[src/rtl/core/upd_pkg.sv]
package upd_pkg;

  localparam int unsigned ECHO_W   = 15;
  localparam int unsigned TIME_W   = 32;
  localparam int unsigned DIST_W   = 9;
  localparam int unsigned TRIG_W   = 9;
  localparam int unsigned DEB_W    = 8;
  localparam int unsigned POLL_W   = 16;
  localparam int unsigned CFG_W    = 32;
  localparam int unsigned CFG_IDX_W = 3;
  localparam int unsigned PROD_W   = TIME_W + POLL_W;

  localparam logic [ECHO_W-1:0] ECHO_MIN_US = ECHO_W'(116);
  localparam logic [ECHO_W-1:0] ECHO_MAX_US = ECHO_W'(23200);

  // floor(x / 58) == (x * 36158) >> 21 for every x below 174762
  localparam int unsigned DIV58_MUL_W = 16;
  localparam int unsigned DIV58_PROD_W = ECHO_W + DIV58_MUL_W;
  localparam logic [DIV58_MUL_W-1:0] DIV58_MUL = DIV58_MUL_W'(36158);
  localparam int unsigned DIV58_SHIFT = 21;

  localparam logic [TRIG_W-1:0] TRIGGER_RST = TRIG_W'(50);
  localparam logic [DEB_W-1:0]  DEBOUNCE_RST = DEB_W'(3);
  localparam logic [POLL_W-1:0] POLL_RST = POLL_W'(200);
  localparam logic [TIME_W-1:0] FAULT_RST = TIME_W'(150000);
  localparam logic [TIME_W-1:0] WARN_RST = TIME_W'(30000);

  localparam logic [CFG_IDX_W-1:0] CFG_TRIGGER  = CFG_IDX_W'(0);
  localparam logic [CFG_IDX_W-1:0] CFG_DEBOUNCE = CFG_IDX_W'(1);
  localparam logic [CFG_IDX_W-1:0] CFG_POLL     = CFG_IDX_W'(2);
  localparam logic [CFG_IDX_W-1:0] CFG_FAULT    = CFG_IDX_W'(3);
  localparam logic [CFG_IDX_W-1:0] CFG_WARN     = CFG_IDX_W'(4);

  localparam int unsigned Q_DEPTH = 2;
  localparam int unsigned Q_PTR_W = (Q_DEPTH > 1) ? $clog2(Q_DEPTH) : 1;
  localparam int unsigned Q_CNT_W = $clog2(Q_DEPTH + 1);

  localparam int unsigned WIN_DEPTH = 3;
  localparam int unsigned WIN_SLOT_W = 2;

  typedef enum logic [1:0] {
    EV_NONE   = 2'd0,
    EV_DETECT = 2'd1,
    EV_CLEAR  = 2'd2
  } event_kind_t;

  typedef struct packed {
    logic              sample_ok;
    logic [DIST_W-1:0] raw_cm;
    logic [TIME_W-1:0] now_ms;
  } item_t;

  typedef struct packed {
    logic              valid;
    item_t             item;
  } push_t;

endpackage

[src/rtl/core/upd_front.sv]
module upd_front (
  input  logic                         clk,
  input  logic                         rst,
  input  logic                         in_valid,
  output logic                         in_ready,
  input  logic [upd_pkg::ECHO_W-1:0]   echo_us,
  input  logic [upd_pkg::TIME_W-1:0]   now_ms,
  output upd_pkg::push_t               push,
  input  logic                         q_ready
);

  logic                            f_valid;
  upd_pkg::item_t                  f_item;
  logic [upd_pkg::DIV58_PROD_W-1:0] cm_prod;
  logic                            echo_ok;
  logic                            take;

  assign echo_ok = (echo_us >= upd_pkg::ECHO_MIN_US) && (echo_us <= upd_pkg::ECHO_MAX_US);
  assign cm_prod = upd_pkg::DIV58_PROD_W'(echo_us) * upd_pkg::DIV58_PROD_W'(upd_pkg::DIV58_MUL);

  assign in_ready = !f_valid || q_ready;
  assign take = in_valid && in_ready;

  always_ff @(posedge clk) begin
    if (rst) begin
      f_valid <= 1'b0;
    end else if (take) begin
      f_valid <= 1'b1;
    end else if (q_ready) begin
      f_valid <= 1'b0;
    end
    if (take) begin
      f_item.sample_ok <= echo_ok;
      f_item.raw_cm    <= upd_pkg::DIST_W'(cm_prod >> upd_pkg::DIV58_SHIFT);
      f_item.now_ms    <= now_ms;
    end
  end

  assign push.valid = f_valid;
  assign push.item  = f_item;

endmodule

[src/rtl/core/upd_queue.sv]
module upd_queue (
  input  logic           clk,
  input  logic           rst,
  input  upd_pkg::push_t push,
  output logic           q_ready,
  output logic           head_valid,
  output upd_pkg::item_t head,
  input  logic           pop
);

  upd_pkg::item_t                 slots [upd_pkg::Q_DEPTH];
  logic [upd_pkg::Q_PTR_W-1:0]    wr_ptr;
  logic [upd_pkg::Q_PTR_W-1:0]    rd_ptr;
  logic [upd_pkg::Q_CNT_W-1:0]    count;
  logic                           do_push;
  logic                           do_pop;

  assign q_ready    = (count != upd_pkg::Q_CNT_W'(upd_pkg::Q_DEPTH));
  assign head_valid = (count != '0);
  assign head       = slots[rd_ptr];
  assign do_push    = push.valid && q_ready;
  assign do_pop     = pop && head_valid;

  always_ff @(posedge clk) begin
    if (rst) begin
      wr_ptr <= '0;
      rd_ptr <= '0;
      count  <= '0;
    end else begin
      if (do_push) begin
        wr_ptr <= (wr_ptr == upd_pkg::Q_PTR_W'(upd_pkg::Q_DEPTH - 1)) ? '0 : wr_ptr + 1'b1;
      end
      if (do_pop) begin
        rd_ptr <= (rd_ptr == upd_pkg::Q_PTR_W'(upd_pkg::Q_DEPTH - 1)) ? '0 : rd_ptr + 1'b1;
      end
      if (do_push && !do_pop) begin
        count <= count + 1'b1;
      end else if (do_pop && !do_push) begin
        count <= count - 1'b1;
      end
    end
    if (do_push) begin
      slots[wr_ptr] <= push.item;
    end
  end

endmodule

[src/rtl/core/upd_back.sv]
module upd_back (
  input  logic                            clk,
  input  logic                            rst,
  input  logic                            cfg_write,
  input  logic [upd_pkg::CFG_IDX_W-1:0]   cfg_index,
  input  logic [upd_pkg::CFG_W-1:0]       cfg_data,
  input  logic                            head_valid,
  input  upd_pkg::item_t                  head,
  output logic                            pop,
  output logic                            out_valid,
  input  logic                            out_ready,
  output logic                            sample_valid,
  output logic [upd_pkg::DIST_W-1:0]      distance_cm,
  output logic                            obstacle_present,
  output logic [1:0]                      event_kind,
  output logic [upd_pkg::DIST_W-1:0]      event_distance_cm,
  output logic [upd_pkg::TIME_W-1:0]      event_duration_ms,
  output logic                            fault_pulse,
  output logic                            no_echo_warning
);

  logic [upd_pkg::TRIG_W-1:0] trigger_cm;
  logic [upd_pkg::DEB_W-1:0]  debounce_count;
  logic [upd_pkg::POLL_W-1:0] poll_interval_ms;
  logic [upd_pkg::TIME_W-1:0] fault_after_ms;
  logic [upd_pkg::TIME_W-1:0] warn_after_ms;

  logic [upd_pkg::DIST_W-1:0]     win [upd_pkg::WIN_DEPTH];
  logic [upd_pkg::WIN_DEPTH-1:0]  win_valid;
  logic [upd_pkg::WIN_SLOT_W-1:0] wslot;
  logic [upd_pkg::TIME_W-1:0]     streak;
  logic [upd_pkg::PROD_W-1:0]     streak_time;
  logic                           fault_reported;
  logic [upd_pkg::TIME_W-1:0]     no_echo_time;
  logic [upd_pkg::DEB_W-1:0]      below_run;
  logic [upd_pkg::DEB_W-1:0]      above_run;
  logic                           passage_active;
  logic [upd_pkg::TIME_W-1:0]     passage_start;
  logic [upd_pkg::DIST_W-1:0]     latched_dist;
  logic                           present;

  logic                           streak_max;
  logic [upd_pkg::TIME_W-1:0]     streak_next;
  logic [upd_pkg::PROD_W-1:0]     streak_time_next;
  logic                           fault_hit;
  logic [upd_pkg::TIME_W:0]       time_sum;
  logic [upd_pkg::TIME_W-1:0]     time_sat;
  logic                           warn_hit;

  logic [upd_pkg::DIST_W-1:0]     w [upd_pkg::WIN_DEPTH];
  logic [upd_pkg::WIN_DEPTH-1:0]  wv;
  logic [upd_pkg::DIST_W-1:0]     filt_cm;
  logic                           below;
  logic [upd_pkg::DEB_W-1:0]      below_inc;
  logic [upd_pkg::DEB_W-1:0]      above_inc;
  logic                           detect;
  logic                           clear;
  logic [upd_pkg::WIN_SLOT_W-1:0] slot_next;

  function automatic logic [upd_pkg::DIST_W-1:0] med3(
    input logic [upd_pkg::DIST_W-1:0] x,
    input logic [upd_pkg::DIST_W-1:0] y,
    input logic [upd_pkg::DIST_W-1:0] z
  );
    if ((x <= y && y <= z) || (z <= y && y <= x)) begin
      return y;
    end else if ((y <= x && x <= z) || (z <= x && x <= y)) begin
      return x;
    end
    return z;
  endfunction

  assign pop = head_valid && (!out_valid || out_ready);

  // no-echo path
  assign streak_max = (streak == '1);
  assign streak_next = streak_max ? streak : streak + 1'b1;
  assign streak_time_next = streak_max ? streak_time
                                       : streak_time + upd_pkg::PROD_W'(poll_interval_ms);
  assign fault_hit = !fault_reported && (streak_time_next >= upd_pkg::PROD_W'(fault_after_ms));
  assign time_sum = {1'b0, no_echo_time} + (upd_pkg::TIME_W + 1)'(poll_interval_ms);
  assign time_sat = time_sum[upd_pkg::TIME_W] ? '1 : time_sum[upd_pkg::TIME_W-1:0];
  assign warn_hit = (time_sat >= warn_after_ms);

  // valid-sample path
  always_comb begin
    for (int i = 0; i < upd_pkg::WIN_DEPTH; i++) begin
      w[i]  = (wslot == upd_pkg::WIN_SLOT_W'(i)) ? head.raw_cm : win[i];
      wv[i] = (wslot == upd_pkg::WIN_SLOT_W'(i)) || win_valid[i];
    end
  end

  assign filt_cm = (&wv) ? med3(w[0], w[1], w[2]) : head.raw_cm;
  assign below = (filt_cm < trigger_cm);
  assign below_inc = (below_run == '1) ? below_run : below_run + 1'b1;
  assign above_inc = (above_run == '1) ? above_run : above_run + 1'b1;
  assign detect = below && !passage_active && (below_inc >= debounce_count);
  assign clear = !below && passage_active && (above_inc >= debounce_count);
  assign slot_next = (wslot == upd_pkg::WIN_SLOT_W'(upd_pkg::WIN_DEPTH - 1))
                   ? '0 : wslot + 1'b1;

  always_ff @(posedge clk) begin
    if (rst) begin
      trigger_cm       <= upd_pkg::TRIGGER_RST;
      debounce_count   <= upd_pkg::DEBOUNCE_RST;
      poll_interval_ms <= upd_pkg::POLL_RST;
      fault_after_ms   <= upd_pkg::FAULT_RST;
      warn_after_ms    <= upd_pkg::WARN_RST;
      win_valid        <= '0;
      wslot            <= '0;
      streak           <= '0;
      streak_time      <= '0;
      fault_reported   <= 1'b0;
      no_echo_time     <= '0;
      below_run        <= '0;
      above_run        <= '0;
      passage_active   <= 1'b0;
      passage_start    <= '0;
      latched_dist     <= '0;
      present          <= 1'b0;
      out_valid        <= 1'b0;
    end else begin
      if (cfg_write) begin
        unique case (cfg_index)
          upd_pkg::CFG_TRIGGER:  trigger_cm <= cfg_data[upd_pkg::TRIG_W-1:0];
          upd_pkg::CFG_DEBOUNCE: debounce_count <= cfg_data[upd_pkg::DEB_W-1:0];
          upd_pkg::CFG_POLL: begin
            poll_interval_ms <= cfg_data[upd_pkg::POLL_W-1:0];
            streak_time <= upd_pkg::PROD_W'(streak) *
                           upd_pkg::PROD_W'(cfg_data[upd_pkg::POLL_W-1:0]);
          end
          upd_pkg::CFG_FAULT:    fault_after_ms <= cfg_data[upd_pkg::TIME_W-1:0];
          upd_pkg::CFG_WARN:     warn_after_ms <= cfg_data[upd_pkg::TIME_W-1:0];
          default: ;
        endcase
      end
      if (pop) begin
        out_valid <= 1'b1;
      end else if (out_ready) begin
        out_valid <= 1'b0;
      end
      if (pop && !head.sample_ok) begin
        streak       <= streak_next;
        streak_time  <= streak_time_next;
        no_echo_time <= warn_hit ? '0 : time_sat;
        if (fault_hit) begin
          fault_reported <= 1'b1;
        end
      end else if (pop) begin
        streak         <= '0;
        streak_time    <= '0;
        fault_reported <= 1'b0;
        no_echo_time   <= '0;
        win_valid      <= wv;
        wslot          <= slot_next;
        present        <= (filt_cm != '0) && below;
        if (below) begin
          below_run <= below_inc;
          above_run <= '0;
        end else begin
          above_run <= above_inc;
          below_run <= '0;
        end
        if (detect) begin
          passage_active <= 1'b1;
          passage_start  <= head.now_ms;
          latched_dist   <= filt_cm;
        end else if (clear) begin
          passage_active <= 1'b0;
        end
      end
    end
    if (pop) begin
      for (int i = 0; i < upd_pkg::WIN_DEPTH; i++) begin
        if (head.sample_ok) begin
          win[i] <= w[i];
        end
      end
      sample_valid     <= head.sample_ok;
      distance_cm      <= head.sample_ok ? filt_cm : '0;
      obstacle_present <= head.sample_ok ? ((filt_cm != '0) && below) : present;
      fault_pulse      <= !head.sample_ok && fault_hit;
      no_echo_warning  <= !head.sample_ok && warn_hit;
      if (head.sample_ok && detect) begin
        event_kind        <= upd_pkg::EV_DETECT;
        event_distance_cm <= filt_cm;
        event_duration_ms <= '0;
      end else if (head.sample_ok && clear) begin
        event_kind        <= upd_pkg::EV_CLEAR;
        event_distance_cm <= latched_dist;
        event_duration_ms <= head.now_ms - passage_start;
      end else begin
        event_kind        <= upd_pkg::EV_NONE;
        event_distance_cm <= '0;
        event_duration_ms <= '0;
      end
    end
  end

`ifndef SYNTHESIS
  a_slot_range: assert property (@(posedge clk) disable iff (rst)
    wslot != 2'd3)
    else $error("window slot out of range");

  a_streak_time: assert property (@(posedge clk) disable iff (rst)
    streak_time == upd_pkg::PROD_W'(streak) * upd_pkg::PROD_W'(poll_interval_ms))
    else $error("streak time out of step with streak and poll interval");

  a_detect_sets: assert property (@(posedge clk) disable iff (rst)
    pop && head.sample_ok && detect |=> passage_active && out_valid
      && event_kind == upd_pkg::EV_DETECT)
    else $error("detect edge did not enter passage");

  a_fault_once: assert property (@(posedge clk) disable iff (rst)
    pop && !head.sample_ok && fault_hit |=> fault_reported && fault_pulse)
    else $error("fault not recorded");

  a_noecho_result: assert property (@(posedge clk) disable iff (rst)
    pop && !head.sample_ok |=> !sample_valid && distance_cm == '0
      && event_kind == upd_pkg::EV_NONE)
    else $error("no-echo poll produced a sample or event");
`endif

endmodule

[src/rtl/core/ultrasonic_passage_detector.sv]
// channel   | handshake               | payload
// ----------+-------------------------+---------------------------------------------
// input     | in_valid / in_ready     | echo_us, now_ms
// result    | out_valid / out_ready   | sample_valid, distance_cm, obstacle_present,
//           |                         | event_kind, event_distance_cm,
//           |                         | event_duration_ms, fault_pulse, no_echo_warning
// config    | cfg_write               | cfg_index, cfg_data
//
// One poll per cycle sustained while out_ready stays high; out_valid rises once the input
// transfer has passed the front register, a queue entry and the output register.
// The front register holds the echo validity test and the divide-by-58 multiply.
// rst is synchronous; no clearing pass, the window valid bits reset at once.
// out_ready low fills the output register, then the queue, then the front register,
// and only then drops in_ready.
module ultrasonic_passage_detector (
  input  logic                            clk,
  input  logic                            rst,
  input  logic                            cfg_write,
  input  logic [upd_pkg::CFG_IDX_W-1:0]   cfg_index,
  input  logic [upd_pkg::CFG_W-1:0]       cfg_data,
  input  logic                            in_valid,
  output logic                            in_ready,
  input  logic [upd_pkg::ECHO_W-1:0]      echo_us,
  input  logic [upd_pkg::TIME_W-1:0]      now_ms,
  output logic                            out_valid,
  input  logic                            out_ready,
  output logic                            sample_valid,
  output logic [upd_pkg::DIST_W-1:0]      distance_cm,
  output logic                            obstacle_present,
  output logic [1:0]                      event_kind,
  output logic [upd_pkg::DIST_W-1:0]      event_distance_cm,
  output logic [upd_pkg::TIME_W-1:0]      event_duration_ms,
  output logic                            fault_pulse,
  output logic                            no_echo_warning
);

  upd_pkg::push_t push;
  logic           q_ready;
  logic           head_valid;
  upd_pkg::item_t head;
  logic           pop;

  upd_front u_front (
    .clk      (clk),
    .rst      (rst),
    .in_valid (in_valid),
    .in_ready (in_ready),
    .echo_us  (echo_us),
    .now_ms   (now_ms),
    .push     (push),
    .q_ready  (q_ready)
  );

  upd_queue u_queue (
    .clk        (clk),
    .rst        (rst),
    .push       (push),
    .q_ready    (q_ready),
    .head_valid (head_valid),
    .head       (head),
    .pop        (pop)
  );

  upd_back u_back (
    .clk               (clk),
    .rst               (rst),
    .cfg_write         (cfg_write),
    .cfg_index         (cfg_index),
    .cfg_data          (cfg_data),
    .head_valid        (head_valid),
    .head              (head),
    .pop               (pop),
    .out_valid         (out_valid),
    .out_ready         (out_ready),
    .sample_valid      (sample_valid),
    .distance_cm       (distance_cm),
    .obstacle_present  (obstacle_present),
    .event_kind        (event_kind),
    .event_distance_cm (event_distance_cm),
    .event_duration_ms (event_duration_ms),
    .fault_pulse       (fault_pulse),
    .no_echo_warning   (no_echo_warning)
  );

endmodule

[config.mk]
export PLATFORM = sky130hd
export DESIGN_NAME = ultrasonic_passage_detector
export DESIGN_NICKNAME = d
export VERILOG_FILES = /design/src/rtl/core/upd_pkg.sv /design/src/rtl/core/upd_front.sv /design/src/rtl/core/upd_queue.sv /design/src/rtl/core/upd_back.sv /design/src/rtl/core/ultrasonic_passage_detector.sv
export SDC_FILE = /design/constraint.sdc
export NUM_CORES = 2
export LEC_CHECK = 0
export ABC_AREA = 1
export BUFFER_PORTS_ARGS = -buffer_cell sky130_fd_sc_hd__buf_2
export CORE_AREA = 2 2 278 280
export CTS_CLUSTER_SIZE = 12
export DETAILED_ROUTE_END_ITERATION = 10
export DIE_AREA = 0 0 280 282
export GPL_ROUTABILITY_DRIVEN = 0
export PLACE_DENSITY = 0.9
export SLEW_MARGIN = 30
export SYNTH_ARGS = -nofsm -noshare
export SYNTH_HDL_FRONTEND = slang
export SYNTH_SLANG_ARGS = --single-unit
[constraint.sdc]
create_clock -name clk -period 19.8 [get_ports clk]
set_clock_uncertainty 0.2 [all_clocks]
set_input_delay 2.97 -clock clk [delete_from_list [all_inputs] [get_ports clk]]
set_output_delay 2.97 -clock clk [all_outputs]
set_load 0.05 [all_outputs]
# After elaboration in Yosys (flattened, before gate mapping)
# Memories as Yosys holds them, arrays and structs flattened. A register that Yosys moved wholly into a read port is not among the register bits.
# Index checks and enable logic that the tools add are counted.
# Widths: inputs -> output; s select.
[word_totals]
reg_bits = 378
latch_bits = 0
ramBits = 111
romBits = 0
in_bits = 87
out_inout_bits = 58
elab_cells = 185
memories = 2
[classes]
n_addsub = 11
mul = 2
div_mod_pow = 0
n_lt_le_gt_ge = 13
eq_ne = 12
shifts = 0
mux = 49
bitwise = 2
n_reduce_logical = 61
[memory_table]
columns = ["name", "depth", "width", "rd", "rd_clocked_by_memory_dff", "wr", "line_no", "source"]
rows = [
  ["u_queue.slots", 2, 42, 1, 1, 1, "upd_queue.sv:11", "upd_pkg::item_t slots [upd_pkg::Q_DEPTH];"],
  ["u_back.win", 3, 9, 3, 0, 3, "upd_back.sv:28", "logic [upd_pkg::DIST_W-1:0] win [upd_pkg::WIN_DEPTH];"],
]
[op_table]
columns = ["operator", "n"]
rows = [
  ["$mux 48", 5],
  ["$mux 32", 6],
  ["$mux 9", 9],
  ["$le 9x9->1", 6],
  ["$add 48x16->48", 1],
  ["$ge 48x32->1", 1],
  ["$mul 32x16->48", 1],
  ["$add 32x16->33", 1],
  ["$add 32x1->32 const B", 1],
  ["$eq 32x32->1 const B", 1],
  ["$ge 32x32->1", 1],
  ["$mux 8", 4],
  ["$sub 32x32->32", 1],
  ["$mul 15x15->29 const B", 1],
  ["$logic_and 1x1->1", 22],
  ["$mux 1", 21],
  ["$reduce_and 2->1", 9],
  ["$add 8x1->8 const B", 2],
  ["$eq 8x8->1 const B", 2],
  ["$ge 8x8->1", 2],
  ["$ge 15x7->1 const B", 1],
  ["$le 15x15->1 const B", 1],
  ["$reduce_bool 2->1", 6],
  ["$lt 9x9->1", 1],
  ["other kinds (20)", 44],
]

# Depth between registers and ports, before layout
[logic_depth]
ltp_word = 16
depth_mapped = 34
ltp_nobuf = 30

# Hierarchy
# From an unflattened synthesis, not the netlist that was laid out.
[hier_totals]
cells_unflattened = 6532
hier_area_um2 = 49906.6
[by_module_without_submodules]
columns = ["mod", "instances", "cells_per_inst", "area_each_um2", "seq_area_each_um2"]
rows = [
  ["upd_back", 1, 5677, 40102.2, 7997.7],
  ["upd_front", 1, 687, 6328.6, 1281.2],
  ["upd_queue", 1, 168, 3475.8, 2622.5],
]

# Worst setup path before layout
# OpenSTA, ideal clock, no wires.
[synth_timing]
path_kind = "input to register"
start = "input cfg_data[9] (netlist name)"
end = "register u_back.streak_time[35] (netlist name)"
setup_time_ps = 115
arrival_time_ps = 8659
required_time_ps = 19485
path_slack_ps = 10825
stages = 27
n_path_buf = 2
path_cell_list = "clkbuf_1 clkbuf_1 nand2_1 fa_1 inv_1 fa_1 inv_1 fa_1 inv_1 fa_1 fa_1 inv_1 fa_1 inv_1 ha_1 a21oi_1 a21boi_0 nand2_1 a31oi_1 o21ai_0 nand3_1 nand2_1 or2_2 nand2_1 nor2_1 o21bai_1 inv_1"
[synth_via]
elab_chain_cells = 5
[synth_lines]
columns = ["item", "line_no", "source"]
rows = [
  ["start: declaration", "ultrasonic_passage_detector.sv:20", "input logic [upd_pkg::CFG_W-1:0] cfg_data,"],
  ["$mul 32x16->48", "upd_back.sv:129", "streak_time <= upd_pkg::PROD_W'(streak) *"],
  ["$mux 48", "upd_back.sv:124", "unique case (cfg_index)"],
  ["$mux 48", "upd_back.sv:123", "if (cfg_write) begin"],
  ["$mux 48", "upd_back.sv:149", "end else if (pop) begin"],
  ["$mux 48", "upd_back.sv:142", "if (pop && !head.sample_ok) begin"],
  ["end signal: assignment", "upd_back.sv:129", ""],
  ["end signal: assignment", "upd_back.sv:144", "streak_time <= streak_time_next;"],
  ["end: declaration", "upd_back.sv:32", "logic [upd_pkg::PROD_W-1:0] streak_time;"],
]
# No other way between the ends. The select of a mux whose other input is x is not followed.
# A chain may end at the register's enable or synchronous reset.

# Worst setup path after layout
[layout_timing]
start = "input cfg_data[3] (netlist name)"
end = "register u_back.streak_time[26] (netlist name)"
# Same word-level chain as after synthesis.

==> qor.json <==
{
  "sta": {
    "hold_viol": 0,
    "final.min_clock_period_ps": 9300,
    "timing.slew.headroom_pct": 28.9,
    "setup_violations": 0,
    "setup-tns-final_ps": 0,
    "tightestPinTransition_ps": 1070,
    "fmaxAchievable_ghz": 0.108,
    "rsz_0062_raised_after_global_routing": "no",
    "finalMaxSlewViolations": 0,
    "timing.final.crit_share_pct": 47.0
  },
  "grt": {
    "first_pass_grt_wire_length_um": 222000,
    "via_count_of_the_first_global_routing_pass": 45500,
    "largest_net_degree_at_the_start_of_global_routing": 94,
    "grt_antenna_before_repair": 2,
    "groute.usage.overall_pct": 35.0,
    "grt_overflow_total": 0
  },
  "critical_path": {
    "worstReg2RegStart": "u_back.streak[5]",
    "crit_arrival_ps": 9660,
    "crit_path_cell_trace": "buf_2 > nand2_1 > fa_1 > fa_1 > fa_1 > inv_1 > fa_1 > fa_1 > inv_1 > fa_1 > inv_1 > ha_1 > nand2_1 > nor2_1 > nand2_1 > nand2_1 > a31oi_1 > o21ai_0 > nand2_1 > nand3_1 > nand3_1 > nand2_1 > o211ai_1 > inv_1",
    "critPathTopFamily": "adder cells",
    "worst_ep_required_time_ps": 20160,
    "crit_slowest_cell": "sky130_fd_sc_hd__buf_2",
    "critical_path_buf_inv_count": 5,
    "worstSetupPathType": "in2reg",
    "setup.worst_path.start": "cfg_data[3]",
    "crit_path_end_kind": "register",
    "startpoint_type": "primary input",
    "cp_max_fo": 37,
    "timing.critical_path.slowest_cell_delay_ps": 740
  },
  "synth": {
    "proportion_of_synthesized_flip_flops_having_asynchronous_set_or_reset_pct": 0,
    "synth_warnings": 0,
    "ys_dominant_reg_cell": "sky130_fd_sc_hd__dfxtp_1",
    "synth_area_leaders": "sky130_fd_sc_hd__fa_1 (20%), sky130_fd_sc_hd__edfxtp_1 (13%), sky130_fd_sc_hd__dfxtp_1 (11%)",
    "yosysUniqueCellTypes": 59,
    "mappedNetlistArea_um2": 48900,
    "synth_enable_flop_cells": 209,
    "synthDominantCellAreaShare_pct": 20.5,
    "syn_inst": 6343,
    "syn-num-nets": 7365,
    "post_synth.cell_area_avg_um2": 7.71,
    "synth.largest_area_cell": "sky130_fd_sc_hd__fa_1",
    "sequential_cell_area_fraction_in_the_yosys_report_pct": 24.3,
    "register_bit_count_reported_by_yosys": 490
  },
  "status": {
    "status": "finished, violations left",
    "violated_checks": "design-rule violations"
  },
  "drt": {
    "firstDrtPassIters": 11,
    "vias_per_cell": 5.94,
    "drcViolationCount": 1,
    "ant_nets": 0,
    "routedWlPerCell_um": 18.6,
    "drt-initial-drc-count": 4736,
    "num_vias": 43700,
    "finalWirelength_um": 136000
  },
  "floorplanning": {
    "num_io_pins": 145,
    "initial_utilization_pct": 64.6,
    "area_of_the_placeable_core_um2": 75700,
    "die-height_um": 282,
    "fp-row-count": 101,
    "fp.dieArea_um2": 79000,
    "die_width_um": 280
  },
  "run": {
    "cap_violations": 0
  },
  "placement": {
    "area_post_placement_um2": 50100,
    "hpwl_um": 99600,
    "placement.io_buffers": 144
  },
  "power_and_ir_drop": {
    "static-leakage-power_uw": 0.0261,
    "irDropWorstVdd_mv": 0.102,
    "power_per_unit_of_standard_cell_area_nw_per_um2": 102
  },
  "cts": {
    "cts_tree": "yes",
    "cts_root_buffer": "sky130_fd_sc_hd__clkbuf_16",
    "holdBufCountCts": 0,
    "clockBufferDepth": 3,
    "post_cts_resized": 0,
    "clk_pin_slew_worst_setup_hold_paths_ps": 60,
    "h_tree_lvl_count": 2,
    "post-cts-setup-buffer-count": 0,
    "tritoncts_num_sinks": 490,
    "insertion_delay_of_the_later_clocked_pin_in_the_worst_skew_pair_ps": 660,
    "cts_buffers": 52
  },
  "final_layout": {
    "syn_to_final_growth_pct": 5.80,
    "final_layout_size_suffix_gt1_share_pct": 5.40,
    "nNetsFinal": 7346,
    "final_cell_area_um2": 51800,
    "num-fill-cells": 5513
  },
  "worst_hold_path": {
    "worst_hold_startpoint": "u_front.push[39]",
    "holdCritPathClass": "reg2reg"
  }
}
-- where the power goes --
part           total (µW)  internal [µW]  switching, µW  leakage (µW)
combinational        2880            892           1980        0.0211
clock                 976            539            436      0.000800
sequential           1420           1300            127       0.00427
-- through the flow --
step	util (%)	setup slack (ps)	hold WS [ps]	instances	power, µW
CTS	68.4	10690	248	7345	5180
detailed placement	66.2	10140	233	7248	4180
global placement	66.2	10270	222	7248	4030
global route	68.4	10230	259	7346	5610
finish	68.4	10500	249	7347	5270
floorplan	-	10830	221	6343	3450
-- path summary, 6_finish.rpt --
path              cells past startpoint                     end  slack, ps
hold reg to reg                       0    u_queue.slots[0][39]        250
setup reg to reg                     21  u_back.streak_time[21]      12600
setup / recovery                     24  u_back.streak_time[26]      10500
hold / removal                        0    u_queue.slots[0][39]        250
-- cell usage after synthesis, types with 7 or more instances --
library cell	n
sky130_fd_sc_hd__and3_1	7
sky130_fd_sc_hd__nand2_1	1450
sky130_fd_sc_hd__nand3b_1	8
sky130_fd_sc_hd__xor2_1	54
sky130_fd_sc_hd__a22oi_1	22
sky130_fd_sc_hd__nor4_1	18
sky130_fd_sc_hd__buf_6	9
sky130_fd_sc_hd__clkbuf_1	173
sky130_fd_sc_hd__nor2_1	407
sky130_fd_sc_hd__a21boi_0	7
sky130_fd_sc_hd__a21oi_1	357
sky130_fd_sc_hd__buf_1	30
sky130_fd_sc_hd__nand2_2	7
sky130_fd_sc_hd__ha_1	435
sky130_fd_sc_hd__dfxtp_1	281
sky130_fd_sc_hd__o21ai_1	14
sky130_fd_sc_hd__inv_1	1361
sky130_fd_sc_hd__or2_2	62
sky130_fd_sc_hd__a21o_1	12
sky130_fd_sc_hd__o21a_1	11
sky130_fd_sc_hd__buf_2	21
sky130_fd_sc_hd__nand4_1	47
sky130_fd_sc_hd__o21ai_0	308
sky130_fd_sc_hd__fa_1	500
sky130_fd_sc_hd__a31oi_1	41
sky130_fd_sc_hd__nand3_1	215
sky130_fd_sc_hd__o21bai_1	49
sky130_fd_sc_hd__inv_2	10
sky130_fd_sc_hd__edfxtp_1	209
sky130_fd_sc_hd__nor3_1	67
sky130_fd_sc_hd__o211ai_1	50
sky130_fd_sc_hd__xnor2_1	43
-- area by class of cell --
class	instances	area [µm²]	area share, %
repair buffers	168	906	1.75
well taps	978	1220	2.36
diodes	2	5.00	0.00967
inverters	1373	5160	9.97
flip-flops and latches	490	11900	23.0
multi-input cells	4239	30900	59.7
clock inverters	14	195	0.377
clock buffers	83	1470	2.84
-- layout by cell type, fill, tap and decap left out, drive strengths merged, types with 168 or more instances in the layout --
master and count:
a21oi 358, buf 168, nand2 1457, nand3 216
o21ai 323, edfxtp 209, dfxtp 281, fa 500
ha 435, inv 1371, nor2 412
-- layer usage --
metal / up-vias / global-route usage [%] / routed length [µm]
li1: 19700 / - / -
met1: 20400 / 41.3 / 48400
met2: 2821 / 57.6 / 62700
met3: 818 / 7.73 / 15400
met4: 2 / 23.5 / 9900
met5: - / 0 / 13
-- state kept, by name, indices dropped and copies added (netlist names), 9 cells and up, named ones only --
signal and flops:
u_back.distance_cm 9, u_back.event_distance_cm 9, u_back.event_duration_ms 32, u_back.fault_after_ms 32, u_back.latched_dist 9, u_back.no_echo_time 32
u_back.passage_start 32, u_back.poll_interval_ms 16, u_back.streak 32, u_back.streak_time 48, u_back.trigger_cm 9, u_back.warn_after_ms 32
u_back.win 27, u_front.push 42, u_queue.slots 84
-- kinds of logic after synthesis --
| family | after synthesis | share of synthesized area, % |
|---|---|---|
| compound gates | 905 | 10.4 |
| flops | 490 | 24.3 |
| fa+ha+maj | 935 | 31.6 |
| mux | 2 | 0.0409 |
| simple gates | 2300 | 19.3 |
| xor+xnor | 97 | 1.74 |
| buf+inv | 1614 | 12.6 |
No activity file was read; power rests on OpenSTA's default activity.
